$ cat config.mk
export PLATFORM = sky130hd
export DESIGN_NAME = risc16_subset_execute_unit_flat
export DESIGN_NICKNAME = d
export VERILOG_FILES = /design/src/rtl/rse_pkg.sv /design/src/rtl/rse_if.sv /design/src/rtl/rse_regfile.sv /design/src/rtl/rse_exec.sv /design/src/rtl/risc16_subset_execute_unit.sv /design/src/flat_wrapper.sv
export VERILOG_INCLUDE_DIRS = /design/src /design/src/rtl
export SDC_FILE = /design/constraint.sdc
export NUM_CORES = 2
export LEC_CHECK = 0
export BUFFER_PORTS_ARGS = -buffer_cell sky130_fd_sc_hd__buf_2
export CAP_MARGIN = 25
export CORE_MARGIN = 2
export CORE_UTILIZATION = 35
export CTS_BUF_LIST = sky130_fd_sc_hd__clkbuf_4
export DETAILED_ROUTE_END_ITERATION = 10
export GPL_TIMING_DRIVEN = 0
export HOLD_SLACK_MARGIN = 0.08
export PLACE_DENSITY = 0.56
export SLEW_MARGIN = 20
export SYNTH_ARGS = -nofsm -noshare
export SYNTH_HDL_FRONTEND = slang
export SYNTH_HIERARCHICAL = 1
export SYNTH_SLANG_ARGS = --single-unit
$ cat constraint.sdc
create_clock -name clk -period 13.9 [get_ports clk]
set_input_delay 0.695 -clock clk [delete_from_list [all_inputs] [get_ports clk]]
set_output_delay 0.695 -clock clk [all_outputs]
set_load 0.05 [all_outputs]
$ cat src/rtl/risc16_subset_execute_unit_assert.svh
// ----------------------------------------------------------------------------
// Assertion macros for the execute unit
// Shared concurrent assertion forms, clocked on clk and disabled in reset.
// ----------------------------------------------------------------------------
`ifndef RISC16_SUBSET_EXECUTE_UNIT_ASSERT_SVH
`define RISC16_SUBSET_EXECUTE_UNIT_ASSERT_SVH

// same-cycle implication
`define RSE_ASSERT_NOW(label, ante, cons, msg) \
  label: assert property (@(posedge clk) disable iff (rst) (ante) |-> (cons)) \
    else $error(msg);

// next-cycle implication
`define RSE_ASSERT_NEXT(label, ante, cons, msg) \
  label: assert property (@(posedge clk) disable iff (rst) (ante) |=> (cons)) \
    else $error(msg);

`endif

$ cat src/rtl/rse_pkg.sv
// ----------------------------------------------------------------------------
// rse_pkg
// Types, codes and opcode encodings of the integer execute unit.
// ----------------------------------------------------------------------------
package rse_pkg;

  localparam logic [31:0] RESET_PC_DEFAULT = 32'hA000_0000;
  localparam logic [31:0] PC_ALIGN_MASK    = 32'hFFFF_FFFC;
  localparam logic [31:0] HI_HALF_MASK     = 32'hFFFF_0000;
  localparam logic [31:0] BYTE1_MASK       = 32'h0000_FF00;
  localparam logic [31:0] LO_HALF_MASK     = 32'h0000_FFFF;
  localparam logic [15:0] NOP_WORD         = 16'h0009;

  // memory request kind
  localparam logic [1:0] MEM_NONE  = 2'd0;
  localparam logic [1:0] MEM_READ  = 2'd1;
  localparam logic [1:0] MEM_WRITE = 2'd2;

  // access size
  localparam logic [1:0] SIZE_BYTE = 2'd0;
  localparam logic [1:0] SIZE_WORD = 2'd1;
  localparam logic [1:0] SIZE_LONG = 2'd2;

  // result status
  localparam logic [1:0] ST_DONE      = 2'd0;
  localparam logic [1:0] ST_LOAD_WAIT = 2'd1;
  localparam logic [1:0] ST_HALT      = 2'd2;
  localparam logic [1:0] ST_REJECT    = 2'd3;

  // item action
  localparam logic ACT_EXEC = 1'b0;
  localparam logic ACT_LOAD = 1'b1;

  // major opcode, bits 15:12
  localparam logic [3:0] OP_SYS     = 4'h0;
  localparam logic [3:0] OP_MOVL_S4 = 4'h1;
  localparam logic [3:0] OP_STORE   = 4'h2;
  localparam logic [3:0] OP_CMP     = 4'h3;
  localparam logic [3:0] OP_SHIFT   = 4'h4;
  localparam logic [3:0] OP_MOVL_L4 = 4'h5;
  localparam logic [3:0] OP_LOAD    = 4'h6;
  localparam logic [3:0] OP_ADDI    = 4'h7;
  localparam logic [3:0] OP_DISP    = 4'h8;
  localparam logic [3:0] OP_IMM     = 4'hC;
  localparam logic [3:0] OP_MOVL_PC = 4'hD;
  localparam logic [3:0] OP_MOVI    = 4'hE;

  // group 0, low nibble / m field
  localparam logic [3:0] SYS_PREF_D = 4'h3;
  localparam logic [3:0] SYS_PREF_M = 4'h8;
  localparam logic [3:0] SYS_STS_D  = 4'hA;
  localparam logic [3:0] SYS_STS_M  = 4'h1;

  // group 2, low nibble
  localparam logic [3:0] ST2_MOVB   = 4'h0;
  localparam logic [3:0] ST2_MOVW   = 4'h1;
  localparam logic [3:0] ST2_MOVL   = 4'h2;
  localparam logic [3:0] ST2_MOVW_D = 4'h5;
  localparam logic [3:0] ST2_TST    = 4'h8;
  localparam logic [3:0] ST2_XOR    = 4'hA;
  localparam logic [3:0] ST2_MULU   = 4'hE;

  // group 3, low nibble
  localparam logic [3:0] CMP_HI = 4'h6;

  // group 4, low byte
  localparam logic [7:0] SH_SHLR   = 8'h01;
  localparam logic [7:0] SH_ROTR   = 8'h05;
  localparam logic [7:0] SH_SHLR2  = 8'h09;
  localparam logic [7:0] SH_DT     = 8'h10;
  localparam logic [7:0] SH_SHLL8  = 8'h18;
  localparam logic [7:0] SH_SHAR   = 8'h21;
  localparam logic [7:0] SH_SHLL16 = 8'h28;
  localparam logic [7:0] SH_JMP    = 8'h2B;

  // group 6, low nibble
  localparam logic [3:0] LD_MOVL   = 4'h2;
  localparam logic [3:0] LD_MOV    = 4'h3;
  localparam logic [3:0] LD_MOVW_P = 4'h5;
  localparam logic [3:0] LD_MOVL_P = 4'h6;
  localparam logic [3:0] LD_SWAPB  = 4'h8;
  localparam logic [3:0] LD_SWAPW  = 4'h9;

  // group 8, n field
  localparam logic [3:0] D8_MOVW_S = 4'h1;
  localparam logic [3:0] D8_MOVW_L = 4'h5;
  localparam logic [3:0] D8_BT     = 4'h9;
  localparam logic [3:0] D8_BF     = 4'hB;

  // group C, n field
  localparam logic [3:0] IC_MOVA = 4'h7;
  localparam logic [3:0] IC_TST  = 4'h8;
  localparam logic [3:0] IC_OR   = 4'hB;

  localparam logic [3:0] R0_ADDR = 4'h0;

  typedef struct packed {
    logic        t_flag;
    logic [31:0] mac_low;
    logic [31:0] prog_counter;
    logic [31:0] next_pc;
    logic        load_pending;
    logic [3:0]  load_dest;
    logic [1:0]  load_size;
    logic        halted;
  } arch_state_t;

  typedef struct packed {
    logic        en;
    logic [3:0]  addr;
    logic [31:0] data;
  } gpr_wr_t;

  typedef struct packed {
    logic [1:0]  mem_kind;
    logic [1:0]  mem_size;
    logic [31:0] mem_address;
    logic [31:0] mem_write_data;
    logic [31:0] fetch_pc;
    logic [1:0]  status;
  } exec_result_t;

  function automatic logic [31:0] sext8(input logic [7:0] v);
    return {{24{v[7]}}, v};
  endfunction

  function automatic logic [31:0] sext16(input logic [15:0] v);
    return {{16{v[15]}}, v};
  endfunction

endpackage

$ cat src/rtl/rse_if.sv
// ----------------------------------------------------------------------------
// Execute unit channels
// Valid/ready channels for instructions, results and the reset_pc write.
// ----------------------------------------------------------------------------
interface rse_in_if;
  logic        valid;
  logic        ready;
  logic        action;
  logic [15:0] opcode;
  logic [31:0] load_data;

  modport source (output valid, action, opcode, load_data, input ready);
  modport sink   (input valid, action, opcode, load_data, output ready);
endinterface

interface rse_out_if;
  logic        valid;
  logic        ready;
  logic [1:0]  mem_kind;
  logic [1:0]  mem_size;
  logic [31:0] mem_address;
  logic [31:0] mem_write_data;
  logic [31:0] fetch_pc;
  logic [1:0]  status;

  modport source (output valid, mem_kind, mem_size, mem_address, mem_write_data,
                  fetch_pc, status, input ready);
  modport sink   (input valid, mem_kind, mem_size, mem_address, mem_write_data,
                  fetch_pc, status, output ready);
endinterface

interface rse_cfg_if;
  logic        valid;
  logic        ready;
  logic [31:0] reset_pc;

  modport source (output valid, reset_pc, input ready);
  modport sink   (input valid, reset_pc, output ready);
endinterface

$ cat src/rtl/rse_regfile.sv
// ----------------------------------------------------------------------------
// rse_regfile
// 16 x 32 general register file: registered reads of Rn/Rm with write bypass,
// R0 kept in its own flop for the fixed-R0 operations.
// ----------------------------------------------------------------------------
module rse_regfile
  import rse_pkg::*;
(
  input  logic        clk,
  input  logic        rst,
  input  logic        rd_en,
  input  logic [3:0]  rd_addr_n,
  input  logic [3:0]  rd_addr_m,
  input  gpr_wr_t     wr,
  output logic [31:0] rn,
  output logic [31:0] rm,
  output logic [31:0] r0
);

  logic [31:0] mem [16];
  logic [15:0] written;
  logic [31:0] rn_mem;
  logic [31:0] rm_mem;
  logic        rn_vld;
  logic        rm_vld;
  logic        rn_byp;
  logic        rm_byp;
  logic [31:0] byp_data;
  logic [31:0] r0_reg;

  always_ff @(posedge clk) begin
    if (wr.en) begin
      mem[wr.addr] <= wr.data;
    end
    if (rd_en) begin
      rn_mem <= mem[rd_addr_n];
      rm_mem <= mem[rd_addr_m];
    end
  end

  // valid bits give the all-zero reset view; bypass covers a write landing
  // on the same edge as the read
  always_ff @(posedge clk) begin
    if (rst) begin
      written <= '0;
      r0_reg  <= '0;
      rn_vld  <= 1'b0;
      rm_vld  <= 1'b0;
      rn_byp  <= 1'b0;
      rm_byp  <= 1'b0;
    end else begin
      if (wr.en) begin
        written[wr.addr] <= 1'b1;
        if (wr.addr == R0_ADDR) begin
          r0_reg <= wr.data;
        end
      end
      if (rd_en) begin
        rn_vld <= written[rd_addr_n];
        rm_vld <= written[rd_addr_m];
        rn_byp <= wr.en && (wr.addr == rd_addr_n);
        rm_byp <= wr.en && (wr.addr == rd_addr_m);
      end
    end
  end

  always_ff @(posedge clk) begin
    if (rd_en) begin
      byp_data <= wr.data;
    end
  end

  assign rn = rn_byp ? byp_data : (rn_vld ? rn_mem : '0);
  assign rm = rm_byp ? byp_data : (rm_vld ? rm_mem : '0);
  assign r0 = r0_reg;

endmodule

$ cat src/rtl/rse_exec.sv
// ----------------------------------------------------------------------------
// rse_exec
// Decode and execute of one item: next architectural state, register write
// and the result fields.
// ----------------------------------------------------------------------------
module rse_exec
  import rse_pkg::*;
(
  input  arch_state_t  st,
  input  logic         action,
  input  logic [15:0]  opcode,
  input  logic [31:0]  load_data,
  input  logic [31:0]  rn,
  input  logic [31:0]  rm,
  input  logic [31:0]  r0,
  output arch_state_t  st_next,
  output gpr_wr_t      gpr_wr,
  output exec_result_t res
);

  logic [3:0]  n;
  logic [3:0]  m;
  logic [3:0]  d;
  logic [7:0]  imm;
  logic [31:0] simm;
  logic [31:0] pc_rel;
  logic [31:0] br_target;
  logic [31:0] rn_dec;

  assign n         = opcode[11:8];
  assign m         = opcode[7:4];
  assign d         = opcode[3:0];
  assign imm       = opcode[7:0];
  assign simm      = sext8(imm);
  assign pc_rel    = (st.prog_counter & PC_ALIGN_MASK) + {22'd0, imm, 2'b00} + 32'd4;
  assign br_target = st.prog_counter + {simm[30:0], 1'b0} + 32'd4;
  assign rn_dec    = rn - 32'd1;

  always_comb begin
    logic        bad;
    logic        jumped;
    logic        rd;
    logic [31:0] ld_val;

    bad     = 1'b0;
    jumped  = 1'b0;
    rd      = 1'b0;
    ld_val  = load_data;
    st_next = st;
    gpr_wr  = '0;
    res     = '0;
    res.status = ST_DONE;

    if (st.halted) begin
      res.status = ST_HALT;
    end else if (action == ACT_LOAD) begin
      if (!st.load_pending) begin
        res.status = ST_REJECT;
      end else begin
        case (st.load_size)
          SIZE_BYTE: ld_val = sext8(load_data[7:0]);
          SIZE_WORD: ld_val = sext16(load_data[15:0]);
          default:   ld_val = load_data;
        endcase
        gpr_wr = '{en: 1'b1, addr: st.load_dest, data: ld_val};
        st_next.load_pending = 1'b0;
      end
    end else if (st.load_pending) begin
      res.status = ST_REJECT;
    end else begin
      case (opcode[15:12])
        OP_SYS: begin
          if (d == SYS_PREF_D && m == SYS_PREF_M) begin
          end else if (opcode == NOP_WORD) begin
          end else if (d == SYS_STS_D && m == SYS_STS_M) begin
            gpr_wr = '{en: 1'b1, addr: n, data: st.mac_low};
          end else begin
            bad = 1'b1;
          end
        end
        OP_MOVL_S4: begin
          res.mem_kind       = MEM_WRITE;
          res.mem_size       = SIZE_LONG;
          res.mem_address    = rn + {26'd0, d, 2'b00};
          res.mem_write_data = rm;
        end
        OP_STORE: begin
          case (d)
            ST2_MOVB: begin
              res.mem_kind       = MEM_WRITE;
              res.mem_size       = SIZE_BYTE;
              res.mem_address    = rn;
              res.mem_write_data = {24'd0, rm[7:0]};
            end
            ST2_MOVW: begin
              res.mem_kind       = MEM_WRITE;
              res.mem_size       = SIZE_WORD;
              res.mem_address    = rn;
              res.mem_write_data = rm & LO_HALF_MASK;
            end
            ST2_MOVL: begin
              res.mem_kind       = MEM_WRITE;
              res.mem_size       = SIZE_LONG;
              res.mem_address    = rn;
              res.mem_write_data = rm;
            end
            ST2_MOVW_D: begin
              res.mem_kind       = MEM_WRITE;
              res.mem_size       = SIZE_WORD;
              res.mem_address    = rn - 32'd2;
              res.mem_write_data = rm & LO_HALF_MASK;
              gpr_wr = '{en: 1'b1, addr: n, data: rn - 32'd2};
            end
            ST2_TST:  st_next.t_flag = ((rm & rn) == '0);
            ST2_XOR:  gpr_wr = '{en: 1'b1, addr: n, data: rm ^ rn};
            ST2_MULU: st_next.mac_low = rm[15:0] * rn[15:0];
            default:  bad = 1'b1;
          endcase
        end
        OP_CMP: begin
          if (d == CMP_HI) begin
            st_next.t_flag = (rn > rm);
          end else begin
            bad = 1'b1;
          end
        end
        OP_SHIFT: begin
          case (imm)
            SH_SHLR: begin
              st_next.t_flag = rn[0];
              gpr_wr = '{en: 1'b1, addr: n, data: {1'b0, rn[31:1]}};
            end
            SH_ROTR: begin
              st_next.t_flag = rn[0];
              gpr_wr = '{en: 1'b1, addr: n, data: {rn[0], rn[31:1]}};
            end
            SH_SHLR2: gpr_wr = '{en: 1'b1, addr: n, data: {2'b00, rn[31:2]}};
            SH_DT: begin
              gpr_wr = '{en: 1'b1, addr: n, data: rn_dec};
              st_next.t_flag = (rn_dec == '0);
            end
            SH_SHLL8: gpr_wr = '{en: 1'b1, addr: n, data: {rn[23:0], 8'd0}};
            SH_SHAR: begin
              st_next.t_flag = rn[0];
              gpr_wr = '{en: 1'b1, addr: n, data: {rn[31], rn[31:1]}};
            end
            SH_SHLL16: gpr_wr = '{en: 1'b1, addr: n, data: {rn[15:0], 16'd0}};
            SH_JMP: begin
              // delay slot runs next, then the target
              st_next.prog_counter = st.next_pc;
              st_next.next_pc      = rn;
              jumped = 1'b1;
            end
            default: bad = 1'b1;
          endcase
        end
        OP_MOVL_L4: begin
          rd = 1'b1;
          res.mem_size      = SIZE_LONG;
          res.mem_address   = rm + {26'd0, d, 2'b00};
          st_next.load_dest = n;
        end
        OP_LOAD: begin
          case (d)
            LD_MOVL: begin
              rd = 1'b1;
              res.mem_size      = SIZE_LONG;
              res.mem_address   = rm;
              st_next.load_dest = n;
            end
            LD_MOV: gpr_wr = '{en: 1'b1, addr: n, data: rm};
            LD_MOVW_P: begin
              rd = 1'b1;
              res.mem_size      = SIZE_WORD;
              res.mem_address   = rm;
              st_next.load_dest = n;
              gpr_wr = '{en: 1'b1, addr: m, data: rm + 32'd2};
            end
            LD_MOVL_P: begin
              rd = 1'b1;
              res.mem_size      = SIZE_LONG;
              res.mem_address   = rm;
              st_next.load_dest = n;
              gpr_wr = '{en: 1'b1, addr: m, data: rm + 32'd4};
            end
            LD_SWAPB: gpr_wr = '{en: 1'b1, addr: n,
                                 data: (rm & HI_HALF_MASK) | {16'd0, rm[7:0], rm[15:8]}};
            LD_SWAPW: gpr_wr = '{en: 1'b1, addr: n, data: {rm[15:0], rm[31:16]}};
            default:  bad = 1'b1;
          endcase
        end
        OP_ADDI: gpr_wr = '{en: 1'b1, addr: n, data: rn + simm};
        OP_DISP: begin
          case (n)
            D8_MOVW_S: begin
              res.mem_kind       = MEM_WRITE;
              res.mem_size       = SIZE_WORD;
              res.mem_address    = rm + {27'd0, d, 1'b0};
              res.mem_write_data = r0 & LO_HALF_MASK;
            end
            D8_MOVW_L: begin
              rd = 1'b1;
              res.mem_size      = SIZE_WORD;
              res.mem_address   = rm + {27'd0, d, 1'b0};
              st_next.load_dest = R0_ADDR;
            end
            D8_BT, D8_BF: begin
              if ((n == D8_BT) == st.t_flag) begin
                st_next.prog_counter = br_target;
                st_next.next_pc      = br_target + 32'd2;
                jumped = 1'b1;
              end
            end
            default: bad = 1'b1;
          endcase
        end
        OP_IMM: begin
          case (n)
            IC_MOVA: gpr_wr = '{en: 1'b1, addr: R0_ADDR, data: pc_rel};
            IC_TST:  st_next.t_flag = ((r0[7:0] & imm) == '0);
            IC_OR:   gpr_wr = '{en: 1'b1, addr: R0_ADDR, data: r0 | {24'd0, imm}};
            default: bad = 1'b1;
          endcase
        end
        OP_MOVL_PC: begin
          rd = 1'b1;
          res.mem_size      = SIZE_LONG;
          res.mem_address   = pc_rel;
          st_next.load_dest = n;
        end
        OP_MOVI: gpr_wr = '{en: 1'b1, addr: n, data: simm};
        default: bad = 1'b1;
      endcase

      if (bad) begin
        st_next        = st;
        st_next.halted = 1'b1;
        gpr_wr         = '0;
        res            = '0;
        res.status     = ST_HALT;
      end else begin
        if (rd) begin
          res.mem_kind         = MEM_READ;
          st_next.load_pending = 1'b1;
          st_next.load_size    = res.mem_size;
          res.status           = ST_LOAD_WAIT;
        end
        if (!jumped) begin
          st_next.prog_counter = st.next_pc;
          st_next.next_pc      = st.next_pc + 32'd2;
        end
      end
    end

    res.fetch_pc = st_next.prog_counter;
  end

endmodule

$ cat src/rtl/risc16_subset_execute_unit.sv
// ----------------------------------------------------------------------------
// risc16_subset_execute_unit
// Executes one 16-bit instruction of the integer subset per transfer.
// ----------------------------------------------------------------------------
// Usage:
//   instr  : action/opcode/load_data in. action 0 executes the opcode fetched
//            at the last fetch_pc; action 1 returns data for a pending load.
//   result : one transfer per instruction: memory request, next fetch_pc and
//            status (done, awaiting load, halted, rejected).
//   cfg    : reset_pc write; reloads the program counter (reset uses 0xA0000000). Write only
//            while no instruction is in flight.
// Result valid rises once the instr item has passed the input register and
// been executed into the result register. One instruction per cycle is
// sustained while result is not stalled; the register file read is
// registered at the input and a write from the instruction ahead is bypassed,
// so dependent instructions issue back to back.
// When result is stalled, the held result keeps one more instruction parked
// in the input register; instr.ready drops only when both are full.
// Reset (synchronous, rst high) clears all registers to zero, T, MACL, the
// load state and the halt flag, and sets the PC to 0xA0000000.
// ----------------------------------------------------------------------------
`include "risc16_subset_execute_unit_assert.svh"

module risc16_subset_execute_unit
  import rse_pkg::*;
(
  input logic          clk,
  input logic          rst,
  rse_in_if.sink       instr,
  rse_out_if.source    result,
  rse_cfg_if.sink      cfg
);

  logic         in_vld;
  logic         in_action;
  logic [15:0]  in_opcode;
  logic [31:0]  in_load_data;
  logic         out_vld;
  exec_result_t out_res;
  logic         instr_xfer;
  logic         exec_fire;
  arch_state_t  st;
  arch_state_t  st_next;
  gpr_wr_t      gpr_wr;
  gpr_wr_t      gpr_wr_q;
  exec_result_t res;
  logic [31:0]  rn;
  logic [31:0]  rm;
  logic [31:0]  r0;

  assign exec_fire   = in_vld && (!out_vld || result.ready);
  assign instr.ready = !in_vld || exec_fire;
  assign instr_xfer  = instr.valid && instr.ready;
  // the executing item owns the PC on that edge
  assign cfg.ready   = !exec_fire;

  // only the executing item writes the register file
  assign gpr_wr_q = exec_fire ? gpr_wr : '0;

  rse_regfile u_regfile (
    .clk       (clk),
    .rst       (rst),
    .rd_en     (instr_xfer),
    .rd_addr_n (instr.opcode[11:8]),
    .rd_addr_m (instr.opcode[7:4]),
    .wr        (gpr_wr_q),
    .rn        (rn),
    .rm        (rm),
    .r0        (r0)
  );

  rse_exec u_exec (
    .st        (st),
    .action    (in_action),
    .opcode    (in_opcode),
    .load_data (in_load_data),
    .rn        (rn),
    .rm        (rm),
    .r0        (r0),
    .st_next   (st_next),
    .gpr_wr    (gpr_wr),
    .res       (res)
  );

  always_ff @(posedge clk) begin
    if (rst) begin
      in_vld <= 1'b0;
    end else if (instr.ready) begin
      in_vld <= instr.valid;
    end
  end

  always_ff @(posedge clk) begin
    if (instr_xfer) begin
      in_action    <= instr.action;
      in_opcode    <= instr.opcode;
      in_load_data <= instr.load_data;
    end
  end

  always_ff @(posedge clk) begin
    if (rst) begin
      st.t_flag       <= 1'b0;
      st.mac_low      <= '0;
      st.prog_counter <= RESET_PC_DEFAULT;
      st.next_pc      <= RESET_PC_DEFAULT + 32'd2;
      st.load_pending <= 1'b0;
      st.load_dest    <= '0;
      st.load_size    <= SIZE_BYTE;
      st.halted       <= 1'b0;
    end else if (exec_fire) begin
      st <= st_next;
    end else if (cfg.valid) begin
      st.prog_counter <= cfg.reset_pc;
      st.next_pc      <= cfg.reset_pc + 32'd2;
    end
  end

  always_ff @(posedge clk) begin
    if (rst) begin
      out_vld <= 1'b0;
    end else if (exec_fire) begin
      out_vld <= 1'b1;
    end else if (result.ready) begin
      out_vld <= 1'b0;
    end
  end

  always_ff @(posedge clk) begin
    if (exec_fire) begin
      out_res <= res;
    end
  end

  assign result.valid          = out_vld;
  assign result.mem_kind       = out_res.mem_kind;
  assign result.mem_size       = out_res.mem_size;
  assign result.mem_address    = out_res.mem_address;
  assign result.mem_write_data = out_res.mem_write_data;
  assign result.fetch_pc       = out_res.fetch_pc;
  assign result.status         = out_res.status;

  `RSE_ASSERT_NEXT(a_halt_sticky, st.halted, st.halted, "halt flag cleared without reset")
  `RSE_ASSERT_NOW(a_no_write_halted, exec_fire && st.halted, !gpr_wr_q.en, "register write while halted")
  `RSE_ASSERT_NEXT(a_load_wait_pending, exec_fire && res.status == ST_LOAD_WAIT, st.load_pending, "load issued without pending state")
  `RSE_ASSERT_NOW(a_ready_when_drained, !out_vld, instr.ready, "instr not ready with empty result stage")

endmodule
$ cat src/flat_wrapper.sv
// flat-port wrapper written by rule: the top's interface ports become plain ports
module risc16_subset_execute_unit_flat import rse_pkg::*;
  (clk, rst, instr_valid, instr_action, instr_opcode, instr_load_data, instr_ready, result_valid, result_mem_kind, result_mem_size, result_mem_address, result_mem_write_data, result_fetch_pc, result_status, result_ready, cfg_valid, cfg_reset_pc, cfg_ready);
  rse_in_if instr_i ();
  rse_out_if result_i ();
  rse_cfg_if cfg_i ();
  input logic clk;
  input logic rst;
  input wire logic [$bits(instr_i.valid)-1:0] instr_valid;
  input wire logic [$bits(instr_i.action)-1:0] instr_action;
  input wire logic [$bits(instr_i.opcode)-1:0] instr_opcode;
  input wire logic [$bits(instr_i.load_data)-1:0] instr_load_data;
  output wire logic [$bits(instr_i.ready)-1:0] instr_ready;
  output wire logic [$bits(result_i.valid)-1:0] result_valid;
  output wire logic [$bits(result_i.mem_kind)-1:0] result_mem_kind;
  output wire logic [$bits(result_i.mem_size)-1:0] result_mem_size;
  output wire logic [$bits(result_i.mem_address)-1:0] result_mem_address;
  output wire logic [$bits(result_i.mem_write_data)-1:0] result_mem_write_data;
  output wire logic [$bits(result_i.fetch_pc)-1:0] result_fetch_pc;
  output wire logic [$bits(result_i.status)-1:0] result_status;
  input wire logic [$bits(result_i.ready)-1:0] result_ready;
  input wire logic [$bits(cfg_i.valid)-1:0] cfg_valid;
  input wire logic [$bits(cfg_i.reset_pc)-1:0] cfg_reset_pc;
  output wire logic [$bits(cfg_i.ready)-1:0] cfg_ready;
  assign instr_i.valid = instr_valid;
  assign instr_i.action = instr_action;
  assign instr_i.opcode = instr_opcode;
  assign instr_i.load_data = instr_load_data;
  assign instr_ready = instr_i.ready;
  assign result_valid = result_i.valid;
  assign result_mem_kind = result_i.mem_kind;
  assign result_mem_size = result_i.mem_size;
  assign result_mem_address = result_i.mem_address;
  assign result_mem_write_data = result_i.mem_write_data;
  assign result_fetch_pc = result_i.fetch_pc;
  assign result_status = result_i.status;
  assign result_i.ready = result_ready;
  assign cfg_i.valid = cfg_valid;
  assign cfg_i.reset_pc = cfg_reset_pc;
  assign cfg_ready = cfg_i.ready;
  risc16_subset_execute_unit u_core (.clk(clk), .rst(rst), .instr(instr_i), .result(result_i), .cfg(cfg_i));
endmodule
Word level (Yosys, flattened, before mapping)
Memory sizes are Yosys's and may differ from the RTL's. A register that Yosys moved wholly into a read port is not among the register bits.
Cells that the tools add are included.

word-level totals
  bits in registers = 342
  RAM bits = 512
  input port bits = 86
  output and inout bits = 105
  memories = 1

memory list
  memory                words  bits a word  read ports  clocked after Yosys merged registers in  wr ports  line               RTL
  u_core.u_regfile.mem  16     32           2           2                                        1         rse_regfile.sv:20  logic [31:0] mem [16];

cells by class
  add/sub/neg operators = 15
  multipliers = 1
  $lt $le $gt $ge = 5
  equal/unequal tests = 55
  multiplexer cells = 98
  bitwise operators = 10
  reduce and logical (&&, ||, !) cells = 44

operator list
  operator                                       count
  one-hot mux 37 bit (7 select lines)            2
  2-to-1 mux 64 bit                              7
  2-to-1 mux 37 bit                              9
  one-hot mux 68 bit (4 select lines)            1
  2-to-1 mux 68 bit                              3
  one-hot mux 34 bit (6 select lines)            1
  one-hot mux 37 bit (5 select lines)            1
  one-hot mux 37 bit (2 select lines)            2
  2-to-1 mux 72 bit                              2
  adder 32 x 2 -> 32 bit, second input constant  4
  2-to-1 mux 32 bit                              4
  one-hot mux 64 bit (2 select lines)            1
  adder 32 x 3 -> 32 bit, second input constant  3
  one-hot mux 32 bit (3 select lines)            1
  one-hot mux 34 bit (2 select lines)            1
  2-to-1 mux 65 bit                              1
  adder 32 bit                                   2
  adder 32 x 6 -> 32 bit                         2
  logical NOT 32 bit                             2
  one-hot mux 32 bit (2 select lines)            1
  equality test 4 bit, second input constant     12
  2-to-1 mux 1 bit                               38
  2-to-1 mux 33 bit                              1
  adder 32 x 10 -> 32 bit                        1
  other kinds (64)                               126

Logic depth before layout (Yosys ltp)
  depth in word-level cells = 19
  depth in mapped cells = 34

Modules after synthesis
Netlist, hierarchy kept.

modules (own cells, without submodules)
  module                      times used  cells an instance  area an instance (um^2)  seq. area each (um^2)
  rse_regfile                 1           1342               28730.1                  19298.5
  rse_exec                    1           3998               27174.8                  0.0
  risc16_subset_execute_unit  1           784                9701.8                   6676.4

Worst setup path after synthesis
OpenSTA, ideal clock, no wires.

  path kind = reg-to-reg
  from = register u_core.u_regfile.rn_byp
  to = register u_core/st[102] (netlist name)
  setup time = 0.132 ns
  arrival = 7.795 ns
  data required time = 13.768 ns
  setup slack = 5.973 ns
  stages on the path, launching flop included = 32
  buffers on the path = 6
  period minus slack after synthesis = 7.927 ns
  cells stage by stage = dfxtp_1 > clkbuf_1 > nor2b_1 > clkbuf_1 > clkbuf_1 > a22o_1 > buf_1 > clkbuf_1 > clkbuf_1 > nand2_1 > fa_1 > fa_1 > fa_1 > fa_1 > inv_1 > fa_1 > inv_1 > fa_1 > inv_1 > ha_1 > a21o_1 > a21oi_1 > nor2b_1 > o41ai_1 > o221ai_1 > a21oi_1 > o21ai_0 > a311oi_1 > mux2i_1 > o311ai_0 > nand2_1 > a21oi_1

on the way
  word-level cells in the longest chain between the ends = 2

RTL lines
  what                          line                              RTL
  start: declaration            rse_regfile.sv:26                 logic rn_byp;
  start signal: assignment      rse_regfile.sv:61                 rn_byp <= wr.en && (wr.addr == rd_addr_n);
  2-to-1 mux 32 bit             rse_regfile.sv:73                 assign rn = rn_byp ? byp_data : (rn_vld ? rn_mem : '0);
  via u_core.rn[3]              risc16_subset_execute_unit.sv:47  logic [31:0] rn;
  multiplier 16 x 16 -> 32 bit  rse_exec.sv:116                   ST2_MULU: st_next.mac_low = rm[15:0] * rn[15:0];

The timed path passes the listed nets, and every way through them passes these cells.
A chain may end at the register's enable or synchronous reset.

Worst setup path after layout
  from = register u_core.u_regfile.rn_byp
  to = register u_core/st[103] (netlist name)

on the way
  word-level cells in the longest chain between the ends = 2

RTL lines
  what                          line
  2-to-1 mux 32 bit             rse_regfile.sv:73
  via u_core.rn[15]             risc16_subset_execute_unit.sv:47
  multiplier 16 x 16 -> 32 bit  rse_exec.sv:116

The timed path passes the listed nets, and every way through them passes these cells.

==> impl_metrics.csv <==
group,metric,value,unit
grt,grtUsageTotal,0.3488,
drt,drtIter0Drc,7379,
yosys,syn-num-nets,6699,
yosys,synth-async-reset-ratio,0,
drt,dr.pass1.iters,6,
die,die_x,437.0,um
yosys,yosys-top-cells-count,"edfxtp_1 (759), nand2_1 (675), nor2_1 (439)",
die,fp.dieH,437.0,um
yosys,syn_area,0.06561,mm^2
status,outcome,"finished clean",
yosys,yosysSeqAreaShare,0.3959,
clock_network,clock-sinks,918,
yosys,synth.distinct_cells,113,
drt,drc,0,
worst_setup_path,cp-end-kind,"flip-flop",
yosys,synth_area_leaders,"edfxtp_1 (35%), mux4_2 (11%), fa_1 (6.1%), ha_1 (5.5%), dfxtp_1 (4.9%)",
drt,drt-wirelength-per-cell,35.87,um
clock_network,cts_setup_buffers,0,
grt,overflow,0,
clock_network,cts_tree,"yes",
yosys,synth_seq_cells,918,
timing,slew_viol_final,0,
yosys,synth_edf_count,759,
layout,regMostFlops,"u_core/u_regfile/mem",
worst_setup_path,worstPathRequired,15090,ps
placement,place_hpwl,262.6,mm
timing,finalSetupTns,0,ps
clock_network,ctsHoldBuffers,132,
timing,setup_viol,0,
layout,final_layout_size_suffix_gt1_frac,0.1785,
layout,largest_register_ffs,512,
grt,grt_pass1_vias,57030,
yosys,syn_inst,6124,
yosys,synth_area_leader_cell,"edfxtp_1",
yosys,synth_flop_cell,"edfxtp_1",
worst_setup_path,regToRegSetupSlack,2600,ps
power_and_ir_drop,vdd_drop_max,106.9,uV
timing,finClkSkew,137.4,ps
worst_setup_path,critPathBufInv,9,
timing,tightest_slew,1283,ps
die,rows,158,
die,core_area,0.1858,mm^2
worst_setup_path,slowest_stage,"clkbuf_1",
power_and_ir_drop,power_density,85.80,mW/mm^2
clock_network,cts-resized-gates,0,
grt,antenna_found_initial,20,
placement,port_buffers,190,
worst_setup_path,slowest_delay,850,ps
timing,period_needed,11300,ps
timing,slew_headroom,0.1377,
layout,reg.largest.list,"u_core/u_regfile/mem: 512 flops, u_core/st: 105 flops",
yosys,yosysMostFrequentCell,"edfxtp_1",
drt,viasPerCell,6.172,
layout,fin_cells,9477,
die,io_pins,191,
clock_network,cts_buffer_depth,3,
clock_network,cts_buffers,239,
layout,syn2layout_area_growth,15.47,%
grt,grt_max_degree,60,
drt,ant_nets,0,
worst_setup_path,critPathLaunchType,"flip-flop",
clock_network,cts_max_level,4,
die,die_area,0.1909,mm^2
die,start_util,0.3531,
drt,vias,58489,
power_and_ir_drop,leakage,29.44,nW
yosys,synth_top_area_frac,0.3474,
worst_setup_path,cpLargestDelayFamily,"adder cells",
clock_network,cts-root-buf,"clkbuf_4",
grt,grt_pass1_wl,461.8,mm
worst_setup_path,crit_type,"flip-flop to flip-flop",
drt,drt-total-wl,339.9,mm
flow_run,cap_violations,0,
layout,nets,7355,
worst_setup_path,cp.arrival,12480,ps
timing,max_freq,88.53,MHz
placement,routabilityCongestion,1.082,
timing,min_period_over_period,0.8126,
yosys,synth_area_per_cell,10.71,um^2
worst_setup_path,cp_max_fo,10,
timing,hold_viol,0,
yosys,synth_warnings,6,
hold_path,hold_path.class,"primary input to flip-flop",
placement,dp.cells,8876,
clock_network,insertion_delay,1330,ps
timing,fin_hold_ws,183.5,ps
timing,rsz0062_at_grt,"false",
clock_network,path_clk_slew,70,ps
-- through the flow --
| step | setup slack [ps] | total power [mW] | area [um^2] | util |
|---|---|---|---|---|
| 2_1_floorplan | 5973 | 3.686 | 65610 | - |
| 4_1_cts | 2737 | 6.518 | 75580 | 0.4067 |
| 5_1_grt | 2274 | 6.751 | 75730 | 0.4075 |
| 3_3_place_gp | 636.6 | 4.073 | 69660 | 0.3749 |
| 6_report | 2605 | 6.499 | 75750 | 0.4077 |
| 3_5_place_dp | 2812 | 4.082 | 71140 | 0.3828 |
-- power by group --
group          switching (mW)  internal, mW  total, mW
combinational           0.697         0.325       1.02
sequential             0.0588          3.01       3.07
clock                    1.21          1.19       2.40
total                    1.96          4.53       6.50
-- area by class of cell --
class	count	area [um^2]
tap	2480	3103
clock inverter	102	569.3
fill	18167	110100
multi-input combinational	4396	36360
clock buffer	339	2545
timing repair buffer	415	3620
inverter	333	1251
antenna	17	42.54
sequential	918	25970
buffer	477	2285
-- kinds of logic after synthesis --
family | count (synthesis) | synth area share
AOI/OAI and AO/OA | 1392 | 0.1404
xor gates and xnor gates | 264 | 0.03524
adders and majority gates | 490 | 0.1162
buffers and inverters | 810 | 0.05327
DFF | 918 | 0.3959
muxes | 395 | 0.1232
and+or+nand+nor | 1855 | 0.1358
-- per-layer routing --
metal  vias up  share of wire  global-route usage
met5         -        0.00024           0.0002520
met1     29449           0.37              0.4215
met3       965          0.088             0.07741
met2      3677           0.45              0.5471
li1      24386              -                   -
met4        12          0.088              0.2558
-- layout by cell type, fill, tap and decap left out, types with 64 or more instances in the layout --
cell,instances
a211oi_1,71
clkbuf_4,343
nor2_1,423
a22o_1,78
xor2_1,118
a21oi_1,369
and2_1,135
o21ai_0,278
inv_1,330
nand3_1,123
ha_1,290
nor3_1,84
edfxtp_1,759
buf_2,250
and3_1,81
nand2_1,675
clkbuf_1,305
dfxtp_1,159
a221oi_1,73
fa_1,199
mux4_2,327
xnor2_1,146
a22oi_1,66
dlygate4sd3_1,132
buf_4,64
clkinv_1,66
a31oi_1,66
-- worst paths after layout --
path,from,end,depth (start not counted)
worst min-delay path,instr_opcode[9],u_core/in_opcode[9],2
worst max register to register,u_core/u_regfile/rn_byp,u_core/st[103],30
worst min register to register,u_core/u_regfile/r0[27],u_core/u_regfile/r0[27],2
worst max-delay path,u_core/u_regfile/rn_byp,u_core/st[103],30
-- worst reg2reg max path: cells and delay by family, from the launching register on --
family                   cells  cell delay [ps]
adder cells (fa/ha/maj)      7             3580
buffers and inverters        9             3340
AO/OA/AOI/OAI                9             3040
AND/OR/NAND/NOR              4              830
flip-flops                   1              290
XOR/XNOR                     1              110
Power figures use the tool's default switching activity.
